<file path="src/rtl/tcm_pkg.sv">
// ----------------------------------------------------------------------------
// tcm_pkg
// Types and constants of the throttle calibrate and map unit.
// ----------------------------------------------------------------------------
`default_nettype none

package tcm_pkg;

    localparam int SAMPLE_BITS   = 12;
    localparam int OUT_BITS      = 8;
    localparam int QUOT_BITS     = 8;
    localparam int PROD_BITS     = SAMPLE_BITS + OUT_BITS;
    localparam int COUNT_BITS    = 16;
    localparam int FAIL_BITS     = 3;
    localparam int FAULT_LIMIT   = 5;
    localparam int MARGIN_DIV    = 20;
    localparam int OP_BITS       = 2;
    localparam int STATUS_BITS   = 3;
    localparam int CFG_IDX_BITS  = 3;
    localparam int CFG_DATA_BITS = 16;

    typedef enum logic [OP_BITS-1:0] {
        OP_READ  = 2'd0,
        OP_START = 2'd1,
        OP_LOAD  = 2'd2
    } op_t;

    typedef enum logic [STATUS_BITS-1:0] {
        STAT_OK       = 3'd0,
        STAT_INVALID  = 3'd1,
        STAT_FAULT    = 3'd2,
        STAT_CAL_OK   = 3'd3,
        STAT_SPAN     = 3'd4,
        STAT_NO_VALID = 3'd5
    } status_t;

    typedef enum logic [CFG_IDX_BITS-1:0] {
        CFG_CAL_SAMPLES = 3'd0,
        CFG_OUT_MIN     = 3'd1,
        CFG_OUT_MAX     = 3'd2,
        CFG_OFFSET      = 3'd3,
        CFG_THRESHOLD   = 3'd4,
        CFG_MIN_RANGE   = 3'd5
    } cfg_index_t;

    typedef enum logic [2:0] {
        S_IDLE,
        S_EVAL,
        S_MUL,
        S_DIV,
        S_MARGIN,
        S_POST,
        S_DONE
    } state_t;

    typedef struct packed {
        logic                   start;
        logic [PROD_BITS-1:0]   numer;
        logic [SAMPLE_BITS-1:0] denom;
    } div_req_t;

    typedef struct packed {
        logic                 done;
        logic [QUOT_BITS-1:0] quot;
    } div_resp_t;

endpackage

`default_nettype wire

</file>
<file path="src/rtl/throttle_calibrate_and_map_unit.sv">
// ----------------------------------------------------------------------------
// throttle_calibrate_and_map_unit
// Calibrates raw throttle readings against tracked bounds and maps them to
// an 8-bit throttle value.
// ----------------------------------------------------------------------------
// Usage:
//   s_ channel carries one command per transaction: a reading, a start of a
//   calibration run or a load of the bounds (operation in s_tuser).
//   m_ channel returns exactly one result per command, status in m_tuser.
//   cfg channel writes the six setup registers; write only while idle.
// Processing:
//   A mapped reading runs a bit-serial 8-step multiply and then an 8-step
//   restoring divide. A new command is accepted only after the previous
//   command's result has been moved to the output register.
//   The reading that closes a successful calibration shares the divider for
//   the span/20 margin.
//   A reading mapped with equal or inverted bounds skips the multiply and
//   the divide; every other command goes straight to its result.
// Reset: bounds go to INIT_LOW/INIT_HIGH, no run open, not calibrated,
//   setup registers to their defaults, m_tvalid low.
// Stall: a finished result waits in the output register; the next command
//   is taken meanwhile and its own result holds until m_tready frees the
//   register.
// ----------------------------------------------------------------------------
`default_nettype none

module throttle_calibrate_and_map_unit
    import tcm_pkg::*;
#(
    parameter int INIT_LOW  = 0,
    parameter int INIT_HIGH = 4095
) (
    input  wire logic                     aclk,
    input  wire logic                     aresetn,
    // tdata: sample[11:0], sample_valid[12], link_connected[13],
    //        load_low[25:14], load_high[37:26], zero[39:38]
    input  wire logic [39:0]              s_tdata,
    // tuser: operation[1:0]
    input  wire logic [OP_BITS-1:0]       s_tuser,
    input  wire logic                     s_tvalid,
    output logic                          s_tready,
    // tdata: throttle[7:0], activity[8], calibrating[9], calibrated[10],
    //        low_bound[22:11], high_bound[34:23], zero[39:35]
    output logic [39:0]                   m_tdata,
    // tuser: status[2:0]
    output logic [STATUS_BITS-1:0]        m_tuser,
    output logic                          m_tvalid,
    input  wire logic                     m_tready,
    input  wire logic [CFG_IDX_BITS-1:0]  cfg_index,
    input  wire logic [CFG_DATA_BITS-1:0] cfg_data,
    input  wire logic                     cfg_valid,
    output logic                          cfg_ready
);

    localparam logic [SAMPLE_BITS-1:0] INIT_LOW_V  = SAMPLE_BITS'(INIT_LOW);
    localparam logic [SAMPLE_BITS-1:0] INIT_HIGH_V = SAMPLE_BITS'(INIT_HIGH);
    localparam int MUL_CNT_BITS = $clog2(OUT_BITS + 1);
    localparam int OUT_USED     = OUT_BITS + 3 + 2 * SAMPLE_BITS;
    localparam int OUT_PAD      = 40 - OUT_USED;

    // setup registers
    logic [COUNT_BITS-1:0]  cal_samples_reg;
    logic [OUT_BITS-1:0]    out_min_reg;
    logic [OUT_BITS-1:0]    out_max_reg;
    logic [OUT_BITS-1:0]    offset_reg;
    logic [OUT_BITS-1:0]    threshold_reg;
    logic [SAMPLE_BITS-1:0] min_range_reg;

    state_t                 state_reg, state_next;

    logic [SAMPLE_BITS-1:0] bound_low_reg,     bound_low_next;
    logic [SAMPLE_BITS-1:0] bound_high_reg,    bound_high_next;
    logic                   cal_active_reg,    cal_active_next;
    logic                   cal_good_reg,      cal_good_next;
    logic [COUNT_BITS-1:0]  cal_count_reg,     cal_count_next;
    logic [SAMPLE_BITS-1:0] run_min_reg,       run_min_next;
    logic [SAMPLE_BITS-1:0] run_max_reg,       run_max_next;
    logic                   seen_valid_reg,    seen_valid_next;
    logic [FAIL_BITS-1:0]   fail_count_reg,    fail_count_next;
    logic [OUT_BITS-1:0]    last_reported_reg, last_reported_next;

    op_t                    op_reg,            op_next;
    logic [SAMPLE_BITS-1:0] sample_reg,        sample_next;
    logic                   valid_reg,         valid_next;
    logic                   link_reg,          link_next;
    logic [SAMPLE_BITS-1:0] load_low_reg,      load_low_next;
    logic [SAMPLE_BITS-1:0] load_high_reg,     load_high_next;

    logic [PROD_BITS-1:0]   acc_reg,           acc_next;
    logic [SAMPLE_BITS-1:0] mcand_reg,         mcand_next;
    logic [OUT_BITS-1:0]    mplier_reg,        mplier_next;
    logic [MUL_CNT_BITS-1:0] mul_cnt_reg,      mul_cnt_next;
    logic [OUT_BITS-1:0]    base_reg,          base_next;

    logic [OUT_BITS-1:0]    res_throttle_reg,  res_throttle_next;
    logic                   res_activity_reg,  res_activity_next;
    status_t                res_status_reg,    res_status_next;

    logic                   m_tvalid_reg,      m_tvalid_next;
    logic [39:0]            m_tdata_reg,       m_tdata_next;
    logic [STATUS_BITS-1:0] m_tuser_reg,       m_tuser_next;

    div_req_t               div_req;
    div_resp_t              div_resp;

    logic                   accept;
    logic                   out_free;
    logic [OUT_BITS:0]      span_sum;
    logic [OUT_BITS-1:0]    span_out;
    logic                   bounds_ok;
    logic [SAMPLE_BITS-1:0] clamped;
    logic [SAMPLE_BITS-1:0] mcand_val;
    logic [SAMPLE_BITS-1:0] new_min;
    logic [SAMPLE_BITS-1:0] new_max;
    logic                   new_seen;
    logic [SAMPLE_BITS-1:0] span_cal;
    logic [COUNT_BITS-1:0]  cnt_inc;
    logic [COUNT_BITS-1:0]  target;
    logic [FAIL_BITS-1:0]   fail_inc;
    logic                   cal_end;
    logic                   need_margin;
    logic                   need_map;
    logic                   direct_map;
    logic [OUT_BITS-1:0]    thr_val;
    logic [OUT_BITS-1:0]    diff;

    assign accept    = s_tvalid && s_tready;
    assign out_free  = !m_tvalid_reg || m_tready;
    assign s_tready  = (state_reg == S_IDLE);
    assign cfg_ready = 1'b1;

    assign span_sum  = {1'b0, out_min_reg} + {1'b0, offset_reg};
    assign span_out  = ({1'b0, out_max_reg} >= span_sum)
                     ? OUT_BITS'(out_max_reg - out_min_reg - offset_reg) : '0;
    assign bounds_ok = bound_high_reg > bound_low_reg;
    assign clamped   = (sample_reg < bound_low_reg)  ? bound_low_reg
                     : (sample_reg > bound_high_reg) ? bound_high_reg : sample_reg;
    assign mcand_val = clamped - bound_low_reg;

    assign new_min   = (valid_reg && sample_reg < run_min_reg) ? sample_reg : run_min_reg;
    assign new_max   = (valid_reg && sample_reg > run_max_reg) ? sample_reg : run_max_reg;
    assign new_seen  = seen_valid_reg || valid_reg;
    assign span_cal  = new_max - new_min;
    assign cnt_inc   = cal_count_reg + COUNT_BITS'(1);
    assign target    = (cal_samples_reg == '0) ? COUNT_BITS'(1) : cal_samples_reg;
    assign fail_inc  = fail_count_reg + FAIL_BITS'(1);

    assign cal_end     = (op_reg == OP_READ) && cal_active_reg && (cnt_inc >= target);
    assign need_margin = cal_end && new_seen && (span_cal >= min_range_reg);
    assign need_map    = (op_reg == OP_READ) && !cal_active_reg && valid_reg && bounds_ok;
    assign direct_map  = (op_reg == OP_READ) && !cal_active_reg && valid_reg && !bounds_ok;

    assign thr_val = (base_reg != '0) ? OUT_BITS'(base_reg + offset_reg) : '0;
    assign diff    = (thr_val > last_reported_reg) ? OUT_BITS'(thr_val - last_reported_reg)
                                                   : OUT_BITS'(last_reported_reg - thr_val);

    always_comb begin
        div_req.start = ((state_reg == S_MUL) && (mul_cnt_reg == '0))
                     || ((state_reg == S_EVAL) && need_margin);
        if (state_reg == S_MUL) begin
            div_req.numer = acc_reg;
            div_req.denom = bound_high_reg - bound_low_reg;
        end else begin
            div_req.numer = PROD_BITS'(span_cal);
            div_req.denom = SAMPLE_BITS'(MARGIN_DIV);
        end
    end

    tcm_divider u_divider (
        .aclk    (aclk),
        .aresetn (aresetn),
        .req     (div_req),
        .resp    (div_resp)
    );

    always_comb begin
        state_next = state_reg;
        case (state_reg)
            S_IDLE: begin
                if (accept) state_next = S_EVAL;
            end
            S_EVAL: begin
                if (need_map) state_next = S_MUL;
                else if (need_margin) state_next = S_MARGIN;
                else if (direct_map) state_next = S_POST;
                else state_next = S_DONE;
            end
            S_MUL: begin
                if (mul_cnt_reg == '0) state_next = S_DIV;
            end
            S_DIV: begin
                if (div_resp.done) state_next = S_POST;
            end
            S_MARGIN: begin
                if (div_resp.done) state_next = S_DONE;
            end
            S_POST: begin
                state_next = S_DONE;
            end
            S_DONE: begin
                if (out_free) state_next = S_IDLE;
            end
            default: begin
                state_next = S_IDLE;
            end
        endcase
    end

    always_comb begin
        bound_low_next     = bound_low_reg;
        bound_high_next    = bound_high_reg;
        cal_active_next    = cal_active_reg;
        cal_good_next      = cal_good_reg;
        cal_count_next     = cal_count_reg;
        run_min_next       = run_min_reg;
        run_max_next       = run_max_reg;
        seen_valid_next    = seen_valid_reg;
        fail_count_next    = fail_count_reg;
        last_reported_next = last_reported_reg;
        op_next            = op_reg;
        sample_next        = sample_reg;
        valid_next         = valid_reg;
        link_next          = link_reg;
        load_low_next      = load_low_reg;
        load_high_next     = load_high_reg;
        acc_next           = acc_reg;
        mcand_next         = mcand_reg;
        mplier_next        = mplier_reg;
        mul_cnt_next       = mul_cnt_reg;
        base_next          = base_reg;
        res_throttle_next  = res_throttle_reg;
        res_activity_next  = res_activity_reg;
        res_status_next    = res_status_reg;
        m_tdata_next       = m_tdata_reg;
        m_tuser_next       = m_tuser_reg;
        m_tvalid_next      = m_tvalid_reg && !m_tready;

        case (state_reg)
            S_IDLE: begin
                if (accept) begin
                    op_next        = op_t'(s_tuser);
                    sample_next    = s_tdata[11:0];
                    valid_next     = s_tdata[12];
                    link_next      = s_tdata[13];
                    load_low_next  = s_tdata[25:14];
                    load_high_next = s_tdata[37:26];
                end
            end
            S_EVAL: begin
                res_throttle_next = '0;
                res_activity_next = 1'b0;
                res_status_next   = STAT_OK;
                case (op_reg)
                    OP_START: begin
                        cal_active_next = 1'b1;
                        cal_good_next   = 1'b0;
                        cal_count_next  = '0;
                        run_min_next    = '1;
                        run_max_next    = '0;
                        seen_valid_next = 1'b0;
                    end
                    OP_LOAD: begin
                        cal_active_next = 1'b0;
                        bound_low_next  = load_low_reg;
                        bound_high_next = load_high_reg;
                        cal_good_next   = 1'b1;
                    end
                    OP_READ: begin
                        if (cal_active_reg) begin
                            run_min_next    = new_min;
                            run_max_next    = new_max;
                            seen_valid_next = new_seen;
                            cal_count_next  = cnt_inc;
                            if (!valid_reg) res_status_next = STAT_INVALID;
                            if (cal_end) begin
                                cal_active_next = 1'b0;
                                if (!new_seen) begin
                                    cal_good_next   = 1'b0;
                                    res_status_next = STAT_NO_VALID;
                                end else if (span_cal < min_range_reg) begin
                                    cal_good_next   = 1'b0;
                                    res_status_next = STAT_SPAN;
                                end
                            end
                        end else if (!valid_reg) begin
                            res_status_next = STAT_INVALID;
                            fail_count_next = fail_inc;
                            if (fail_inc >= FAIL_BITS'(FAULT_LIMIT)) begin
                                res_status_next = STAT_FAULT;
                                fail_count_next = '0;
                            end
                        end else begin
                            fail_count_next = '0;
                            acc_next        = '0;
                            mcand_next      = mcand_val;
                            mplier_next     = span_out;
                            mul_cnt_next    = MUL_CNT_BITS'(OUT_BITS);
                            base_next       = out_min_reg;
                        end
                    end
                    default: begin
                    end
                endcase
            end
            S_MUL: begin
                if (mul_cnt_reg != '0) begin
                    acc_next     = {acc_reg[PROD_BITS-2:0], 1'b0}
                                 + (mplier_reg[OUT_BITS-1] ? PROD_BITS'(mcand_reg) : '0);
                    mplier_next  = {mplier_reg[OUT_BITS-2:0], 1'b0};
                    mul_cnt_next = mul_cnt_reg - MUL_CNT_BITS'(1);
                end
            end
            S_DIV: begin
                if (div_resp.done) base_next = OUT_BITS'(div_resp.quot + out_min_reg);
            end
            S_MARGIN: begin
                if (div_resp.done) begin
                    bound_low_next  = run_min_reg + SAMPLE_BITS'(div_resp.quot);
                    bound_high_next = run_max_reg - SAMPLE_BITS'(div_resp.quot);
                    cal_good_next   = 1'b1;
                    res_status_next = STAT_CAL_OK;
                end
            end
            S_POST: begin
                res_throttle_next = thr_val;
                if (!link_reg && (diff > threshold_reg)) begin
                    res_activity_next  = 1'b1;
                    last_reported_next = thr_val;
                end
            end
            S_DONE: begin
                if (out_free) begin
                    m_tvalid_next = 1'b1;
                    m_tuser_next  = res_status_reg;
                    m_tdata_next  = {{OUT_PAD{1'b0}}, bound_high_reg, bound_low_reg,
                                     cal_good_reg, cal_active_reg,
                                     res_activity_reg, res_throttle_reg};
                end
            end
            default: begin
            end
        endcase
    end

    always_ff @(posedge aclk) begin
        if (!aresetn) begin
            cal_samples_reg <= COUNT_BITS'(60);
            out_min_reg     <= '0;
            out_max_reg     <= '1;
            offset_reg      <= '0;
            threshold_reg   <= OUT_BITS'(2);
            min_range_reg   <= SAMPLE_BITS'(150);
        end else if (cfg_valid && cfg_ready) begin
            case (cfg_index)
                CFG_CAL_SAMPLES: cal_samples_reg <= cfg_data;
                CFG_OUT_MIN:     out_min_reg     <= cfg_data[OUT_BITS-1:0];
                CFG_OUT_MAX:     out_max_reg     <= cfg_data[OUT_BITS-1:0];
                CFG_OFFSET:      offset_reg      <= cfg_data[OUT_BITS-1:0];
                CFG_THRESHOLD:   threshold_reg   <= cfg_data[OUT_BITS-1:0];
                CFG_MIN_RANGE:   min_range_reg   <= cfg_data[SAMPLE_BITS-1:0];
                default: begin
                end
            endcase
        end
    end

    always_ff @(posedge aclk) begin
        if (!aresetn) begin
            state_reg         <= S_IDLE;
            bound_low_reg     <= INIT_LOW_V;
            bound_high_reg    <= INIT_HIGH_V;
            cal_active_reg    <= 1'b0;
            cal_good_reg      <= 1'b0;
            cal_count_reg     <= '0;
            run_min_reg       <= '1;
            run_max_reg       <= '0;
            seen_valid_reg    <= 1'b0;
            fail_count_reg    <= '0;
            last_reported_reg <= '0;
            mul_cnt_reg       <= '0;
            m_tvalid_reg      <= 1'b0;
        end else begin
            state_reg         <= state_next;
            bound_low_reg     <= bound_low_next;
            bound_high_reg    <= bound_high_next;
            cal_active_reg    <= cal_active_next;
            cal_good_reg      <= cal_good_next;
            cal_count_reg     <= cal_count_next;
            run_min_reg       <= run_min_next;
            run_max_reg       <= run_max_next;
            seen_valid_reg    <= seen_valid_next;
            fail_count_reg    <= fail_count_next;
            last_reported_reg <= last_reported_next;
            mul_cnt_reg       <= mul_cnt_next;
            m_tvalid_reg      <= m_tvalid_next;
        end
    end

    always_ff @(posedge aclk) begin
        op_reg           <= op_next;
        sample_reg       <= sample_next;
        valid_reg        <= valid_next;
        link_reg         <= link_next;
        load_low_reg     <= load_low_next;
        load_high_reg    <= load_high_next;
        acc_reg          <= acc_next;
        mcand_reg        <= mcand_next;
        mplier_reg       <= mplier_next;
        base_reg         <= base_next;
        res_throttle_reg <= res_throttle_next;
        res_activity_reg <= res_activity_next;
        res_status_reg   <= res_status_next;
        m_tdata_reg      <= m_tdata_next;
        m_tuser_reg      <= m_tuser_next;
    end

    assign m_tvalid = m_tvalid_reg;
    assign m_tdata  = m_tdata_reg;
    assign m_tuser  = m_tuser_reg;

endmodule

`default_nettype wire

</file>
<file path="src/rtl/tcm_divider.sv">
// ----------------------------------------------------------------------------
// tcm_divider
// Restoring divider, one quotient bit per cycle. The quotient must fit in
// QUOT_BITS, i.e. the upper part of the numerator is below the divisor.
// ----------------------------------------------------------------------------
`default_nettype none

module tcm_divider
    import tcm_pkg::*;
(
    input  wire logic      aclk,
    input  wire logic      aresetn,
    input  wire div_req_t  req,
    output div_resp_t      resp
);

    localparam int CNT_BITS = $clog2(QUOT_BITS + 1);

    logic [SAMPLE_BITS-1:0] rem_reg,   rem_next;
    logic [QUOT_BITS-1:0]   shift_reg, shift_next;
    logic [SAMPLE_BITS-1:0] denom_reg, denom_next;
    logic [CNT_BITS-1:0]    cnt_reg,   cnt_next;
    logic                   busy_reg,  busy_next;
    logic                   done_reg,  done_next;

    logic [SAMPLE_BITS:0]   trial;
    logic                   fits;

    assign trial = {rem_reg, shift_reg[QUOT_BITS-1]};
    assign fits  = trial >= {1'b0, denom_reg};

    always_comb begin
        rem_next   = rem_reg;
        shift_next = shift_reg;
        denom_next = denom_reg;
        cnt_next   = cnt_reg;
        busy_next  = busy_reg;
        done_next  = 1'b0;
        if (req.start) begin
            rem_next   = req.numer[PROD_BITS-1:QUOT_BITS];
            shift_next = req.numer[QUOT_BITS-1:0];
            denom_next = req.denom;
            cnt_next   = CNT_BITS'(QUOT_BITS);
            busy_next  = 1'b1;
        end else if (busy_reg) begin
            rem_next   = fits ? SAMPLE_BITS'(trial - {1'b0, denom_reg})
                              : trial[SAMPLE_BITS-1:0];
            shift_next = {shift_reg[QUOT_BITS-2:0], fits};
            cnt_next   = cnt_reg - CNT_BITS'(1);
            if (cnt_reg == CNT_BITS'(1)) begin
                busy_next = 1'b0;
                done_next = 1'b1;
            end
        end
    end

    always_ff @(posedge aclk) begin
        if (!aresetn) begin
            busy_reg <= 1'b0;
            done_reg <= 1'b0;
            cnt_reg  <= '0;
        end else begin
            busy_reg <= busy_next;
            done_reg <= done_next;
            cnt_reg  <= cnt_next;
        end
    end

    always_ff @(posedge aclk) begin
        rem_reg   <= rem_next;
        shift_reg <= shift_next;
        denom_reg <= denom_next;
    end

    assign resp.done = done_reg;
    assign resp.quot = shift_reg;

endmodule

`default_nettype wire

</file>
<file path="config.mk">
export PLATFORM = sky130hd
export DESIGN_NAME = throttle_calibrate_and_map_unit
export DESIGN_NICKNAME = d
export VERILOG_FILES = /design/src/rtl/tcm_pkg.sv /design/src/rtl/throttle_calibrate_and_map_unit.sv /design/src/rtl/tcm_divider.sv
export SDC_FILE = /design/constraint.sdc
export NUM_CORES = 1
export LEC_CHECK = 0
export ABC_AREA = 1
export BUFFER_PORTS_ARGS = -buffer_cell sky130_fd_sc_hd__buf_2
export CAP_MARGIN = 20
export CORE_MARGIN = 10
export CORE_UTILIZATION = 60
export DETAILED_ROUTE_END_ITERATION = 12
export PLACE_DENSITY = 0.74
export SYNTH_ARGS = -nofsm -noshare
export SYNTH_HDL_FRONTEND = slang
export SYNTH_SLANG_ARGS = --single-unit
</file>
<file path="constraint.sdc">
create_clock -name aclk -period 5.9 [get_ports aclk]
set_clock_uncertainty 0.1 [all_clocks]
set_input_delay 0 -clock aclk [delete_from_list [all_inputs] [get_ports aclk]]
set_output_delay 0 -clock aclk [all_outputs]
set_load 0.01 [all_outputs]
</file>
-- Word-level counts from Yosys, hierarchy flattened
Cells that the tools add are included.
- bits in registers: 322
- output and inout port bits: 46
- logic and storage cells: 255
- bits of input ports: 66
- bitwise logic cells: 3
- $lt $le $gt $ge: 13
- equal/unequal tests: 30
- multiplexer cells: 91
- reductions and logical operators: 59
- $add $sub $neg: 18
- operators by type and width (operator ; number):
    12-bit 2-to-1 mux ; 14
    8-bit 2-to-1 mux ; 13
    12-bit one-hot mux with 2 select lines ; 4
    20-bit 2-to-1 mux ; 4
    8-bit one-hot mux with 2 select lines ; 3
    12-bit subtractor ; 4
    3-bit 2-to-1 mux ; 14
    20-bit one-hot mux with 2 select lines ; 1
    12-bit greater-than comparator ; 3
    12-bit less-than comparator ; 3
    16-bit 2-to-1 mux ; 2
    32-bit 2-to-1 mux ; 1
    16-bit one-hot mux with 2 select lines ; 1
    8-bit subtractor ; 4
    4-bit 2-to-1 mux ; 6
    2-bit AND reduction ; 12
    3-bit one-hot mux with 7 select lines ; 1
    20-bit by 12-bit adder with 20-bit output ; 1
    16-bit by 1-bit adder with 16-bit output (second input constant) ; 1
    8-bit adder ; 2
    16-bit >= comparator ; 1
    8-bit greater-than comparator ; 2
    16-bit logical NOT ; 1
    1-bit 2-to-1 mux ; 16
    other kinds (42) ; 100

-- Depth between registers and ports, before layout
- depth after elaboration: 11
- mapped depth: 41
- gate-level depth less buffers: 39

-- Hierarchy
A second synthesis with hierarchy kept.
- cells, all modules: 2700
- area total of the unflattened synthesis: 21358.0 sq um
- modules (own cells, without submodules) (module ; cells an instance ; sequential area each (sq um) ; times used ; area each (sq um)):
    throttle_calibrate_and_map_unit ; 2379 ; 7066.8 ; 1 ; 18744.2
    tcm_divider ; 321 ; 1081.0 ; 1 ; 2613.8

-- Worst setup path before layout
No wires, ideal clock.
- kind: reg2reg
- from: register sample_reg[11]
- to: register u_divider.rem_reg[0], enable pin
- data arrival time: 4.681 ns
- path buffers: 2
- required time: 5.423 ns
- period minus slack after synthesis: 5.157 ns
- stages on the path, launching flop included: 38
- path slack: 0.743 ns
- cell sequence: edfxtp_1 ha_1 nand2_1 inv_1 nand2_1 nand2_1 a21oi_1 nand3_2 buf_2 nand2_1 o21ai_0 ha_1 fa_1 inv_1 nand3_1 nand2_1 nand4_1 nand2_1 [... 2 more ...] nand2_1 nand2_1 nand2_1 and2_1 ha_1 nand2_1 inv_1 nand2_1 nor2_1 nand2_1 nand4_1 nand2_1 inv_1 nand3_1 nand2_2 inv_1 buf_4 nand2_1
- longest elaborated chain between the ends: 9
- RTL lines (item ; line ; RTL):
    start, declared ; throttle_calibrate_and_map_unit.sv:83 ; logic [SAMPLE_BITS-1:0] sample_reg, sample_next;
    start signal, assigned ; throttle_calibrate_and_map_unit.sv:401 ; sample_reg <= sample_next;
    12-bit greater-than comparator / 12-bit less-than comparator (equally long branches) ; throttle_calibrate_and_map_unit.sv:141, throttle_calibrate_and_map_unit.sv:140 ;
    1-bit logical AND (on tied branches) ; throttle_calibrate_and_map_unit.sv:141, throttle_calibrate_and_map_unit.sv:140 ;
    12-bit 2-to-1 mux (on tied branches) ; throttle_calibrate_and_map_unit.sv:141, throttle_calibrate_and_map_unit.sv:140 ;
    12-bit subtractor (*) ; throttle_calibrate_and_map_unit.sv:143 ; assign span_cal = new_max - new_min;
    12-bit >= comparator (*) ; throttle_calibrate_and_map_unit.sv:149 ; assign need_margin = cal_end && new_seen && (span_cal >= min_range_reg);
    1-bit logical AND (*) ; throttle_calibrate_and_map_unit.sv:149 ;
    1-bit logical AND (*) ; throttle_calibrate_and_map_unit.sv:159 ; || ((state_reg == S_EVAL) && need_margin);
    1-bit logical OR (*) ; throttle_calibrate_and_map_unit.sv:159 ;
    2-bit nonzero test (no line) (*) ; -- ;
    end signal, assigned ; tcm_divider.sv:70 ; rem_reg <= rem_next;
    end, declared ; tcm_divider.sv:19 ; logic [SAMPLE_BITS-1:0] rem_reg, rem_next;
Mark *: on every way between the ends. The rest lies on a longest branch, timed or not.
A chain may end at the register's enable or synchronous reset.

-- Final worst setup path
- from: register sample_reg[9]
- to: register u_divider.shift_reg[1], enable pin
- longest elaborated chain between the ends: 9
- RTL lines (item ; line ; RTL):
    12-bit greater-than comparator / 12-bit less-than comparator (equally long branches) ; throttle_calibrate_and_map_unit.sv:141, throttle_calibrate_and_map_unit.sv:140 ;
    1-bit logical AND (on tied branches) ; throttle_calibrate_and_map_unit.sv:141, throttle_calibrate_and_map_unit.sv:140 ;
    12-bit 2-to-1 mux (on tied branches) ; throttle_calibrate_and_map_unit.sv:141, throttle_calibrate_and_map_unit.sv:140 ;
    12-bit subtractor (*) ; throttle_calibrate_and_map_unit.sv:143 ;
    12-bit >= comparator (*) ; throttle_calibrate_and_map_unit.sv:149 ;
    1-bit logical AND (*) ; throttle_calibrate_and_map_unit.sv:149 ;
    1-bit logical AND (*) ; throttle_calibrate_and_map_unit.sv:159 ;
    1-bit logical OR (*) ; throttle_calibrate_and_map_unit.sv:159 ;
    2-bit nonzero test (no line) (*) ; -- ;
    end signal, assigned ; tcm_divider.sv:71 ; shift_reg <= shift_next;
    end, declared ; tcm_divider.sv:20 ; logic [QUOT_BITS-1:0] shift_reg, shift_next;
Marks and branches as above.

==> run_results.csv <==
group,metric,value,unit
pwr,power_frac_clock,23.8,%
sta,rsz0062_at_grt,"no",
clock_tree,cts_setup_buffers,0,
layout,area_delta_synth_final,12.9,%
sta,min_period,5.39,ns
critical_path,slowest_stage,"edfxtp_1",
sta,hold_viol,0,
hold_path,holdPathEnd,"load_high_reg[2]",
placed_design,gp_congestion,0.973,
sta,slew_headroom,24.7,%
routing,ant_nets,0,
floorplanning,placeableCoreArea,34700,sq um
critical_path,start_kind,"flop",
clock_tree,cts_root_buf,"clkbuf_16",
critical_path,worst-path-max-fanout,20,
placed_design,portBuffers,103,
layout,multi_input_area,11200,sq um
grt,grt_max_degree,89,
pwr,p_sw,3.97,mW
synth,ys_types,65,
grt,grt_antenna_before_repair,0,
synth,synth_cells,2673,
synth,yosys_register_bits,322,
synth,synth_top_cell_by_area,"edfxtp_1",
sta,timing.final.crit_share,91.4,%
critical_path,critPathArrivalTime,5.53,ns
floorplanning,die_h,208,um
synth,yosysSeqAreaShare,38.3,%
critical_path,crit_buf_inv,5,
floorplanning,io_pins,112,
layout,drive_gt1_share,8.21,%
routing,wire_per_inst,17.9,um
layout,largest_reg_flops,35,
grt,grt_pass1_vias,17638,
synth,synth.top_cell.area_share,24.0,%
pwr,p_int,5.58,mW
sta,tightest_slew,1.12,ns
clock_tree,clock_latency,0.56,ns
clock_tree,cts-htree-levels,2,
synth,avgSynthCellArea,7.95,sq um
layout,seq_area,8150,sq um
critical_path,critPathRequiredTime,6.04,ns
flow_run,timing.max_cap.violations,0,
critical_path,cpPeakStageDelay,0.55,ns
clock_tree,cts.sinks,322,
routing,drt-total-wl,59300,um
critical_path,r2r_end,"u_divider.shift_reg[1]",
critical_path,cp.depth,36,
grt,grt_pass1_wl,94000,um
floorplanning,initial_core_util,61.2,%
pwr,power_density,398,nW/um^2
critical_path,crit_family,"simple AND/OR/NAND/NOR gates",
routing,vias,18660,
hold_path,holdPathStages,2,
pwr,worst_ir_drop_vdd,281,uV
critical_path,reg2reg_slack,0.51,ns
routing,dr.pass1.iters,7,
pwr,p_leak,10.9,nW
clock_tree,path_clk_slew,0.06,ns
sta,finalSetupTns,0,ns
layout,diodes,0,
synth,synth_edf_count,170,
grt,track_usage,26.6,%
critical_path,r2r_cells,36,
synth,synth-main-ff-cell,"edfxtp_1",
critical_path,worstSetupEndpointType,"flop",
pwr,total_power,9.55,mW
synth,synth_area_leaders,"edfxtp_1, dfxtp_1, ha_1",
routing,drc,0,
critical_path,r2r_start,"sample_reg[9]",
clock_tree,cts_buffer_depth,3,
pwr,swShare,41.6,%
sta,drv_slew,0,
hold_path,hold_path.class,"in2reg",
grt,grt_remaining_overflow,0,
layout,finalNetCount,3144,
critical_path,critPathKind,"reg2reg",
clock_tree,cts_inserted_buffers,38,
layout,final_cell_mix,"nand2_1, inv_1, a21oi_1",
clock_tree,cts_tree,"yes",
floorplanning,die_x,208,um
hold_path,hold_start,"s_tdata[28]",
synth,yosys_warnings,0,
layout,final_common_cell,"nand2_1",
layout,fillers,2844,
critical_path,cpMostUsedCell,"nand2_1",
sta,setup_viol,0,
placed_design,dpl.hpwl,44200,um
floorplanning,rows,68,
synth,netlist_area,21200,sq um
sta,fmax,0.185,GHz
pwr,p_seq_share,33.2,%
pwr,comb_power_share,43.1,%
status,status,"completed",
floorplanning,die_area,43300,sq um
synth,postSynth.asyncResetShare,0,%
routing,drt_iter0_markers,1477,
routing,avgViaCountPerCell,5.63,
## how the worst max path moves through the flow
stage	startpoint	end	slack (ns)
floorplan	sample_reg[11]	u_divider.rem_reg[0]	0.74
global placement	sample_reg[9]	u_divider.shift_reg[7]	0.45
detailed placement	sample_reg[9]	u_divider.shift_reg[4]	0.31
CTS	sample_reg[9]	u_divider.shift_reg[1]	0.29
global route	sample_reg[11]	u_divider.shift_reg[0]	0.007
finish	sample_reg[9]	u_divider.shift_reg[1]	0.51
## layer usage
metal,track usage (%),part of all wire (%),wire [um],vias up
met5,0,0,0,-
met4,9.27,3.3,1980,0
met3,3.71,6.3,3730,124
met2,42.8,45,26800,622
met1,36.0,45,26700,8675
li1,-,-,-,9239
## repair_timing
action	CTS	global route
gates resized for setup	0	6
endpoints found under the hold margin	133	0
setup endpoints to repair	0	57
hold buffers	69	0
## power groups by stage
stage / combinational, mW / clock, mW / sequential [mW]
4_1_cts: 4.05 / 2.28 / 3.16
5_1_grt: 4.65 / 2.38 / 3.19
3_3_place_gp: 3.89 / 0 / 3.19
6_report: 4.11 / 2.27 / 3.17
3_5_place_dp: 3.99 / 0 / 3.20
2_1_floorplan: 2.97 / 0 / 3.09
## cell usage after synthesis, types with 4 or more instances
| master | n |
|---|---|
| o221ai_1 | 4 |
| a21oi_1 | 248 |
| buf_2 | 17 |
| nor3_1 | 24 |
| a211oi_1 | 8 |
| xnor2_1 | 17 |
| a21o_1 | 9 |
| o21ai_0 | 210 |
| inv_2 | 10 |
| edfxtp_1 | 170 |
| nor2_1 | 168 |
| nor2_2 | 4 |
| nand3b_1 | 4 |
| ha_1 | 225 |
| nand2_1 | 599 |
| nor4_1 | 6 |
| o21ai_2 | 10 |
| o21bai_1 | 9 |
| a21boi_0 | 4 |
| dfxtp_1 | 152 |
| o211ai_1 | 35 |
| fa_1 | 19 |
| or2_2 | 7 |
| o21a_1 | 11 |
| nand3_1 | 100 |
| xor2_1 | 52 |
| clkbuf_1 | 36 |
| nand2_2 | 4 |
| inv_1 | 390 |
| nand4_1 | 22 |
| buf_6 | 5 |
| o21ai_1 | 18 |
| buf_4 | 12 |
| a31oi_1 | 11 |
## logic make-up after synthesis
logic type      count (synthesis)  synth area share, %
simple gates                  958                 18.8
compound gates                598                 15.8
buf+inv                       477                 9.00
flops                         322                 38.3
fa+ha+maj                     244                 15.0
xor+xnor                       69                 2.84
mux                             3                0.141
other cells                     2               0.0353
## metrics by stage
stage | utilization (%) | cells | area [sq um] | setup slack, ns | hold slack [ns]
CTS | 69.1 | 3317 | 24000 | 0.289 | 0.0198
floorplan | - | 2677 | 21300 | 0.743 | -0.00113
finish | 69.1 | 3317 | 24000 | 0.507 | 0.0470
detailed placement | 63.7 | 3180 | 22100 | 0.314 | 0.0781
global placement | 63.7 | 3180 | 22100 | 0.446 | 0.0761
global route | 69.1 | 3317 | 24000 | 0.00696 | 0.0442
## area by class of cell
cell class	count	share of cell area, %
clock buffers	52	4.40
clock inverters	16	0.495
well taps	455	2.37
inverters	404	6.35
multi-input cells	1878	46.8
repair buffers	190	5.62
flip-flops and latches	322	34.0
(Power assumes the default switching activity.)
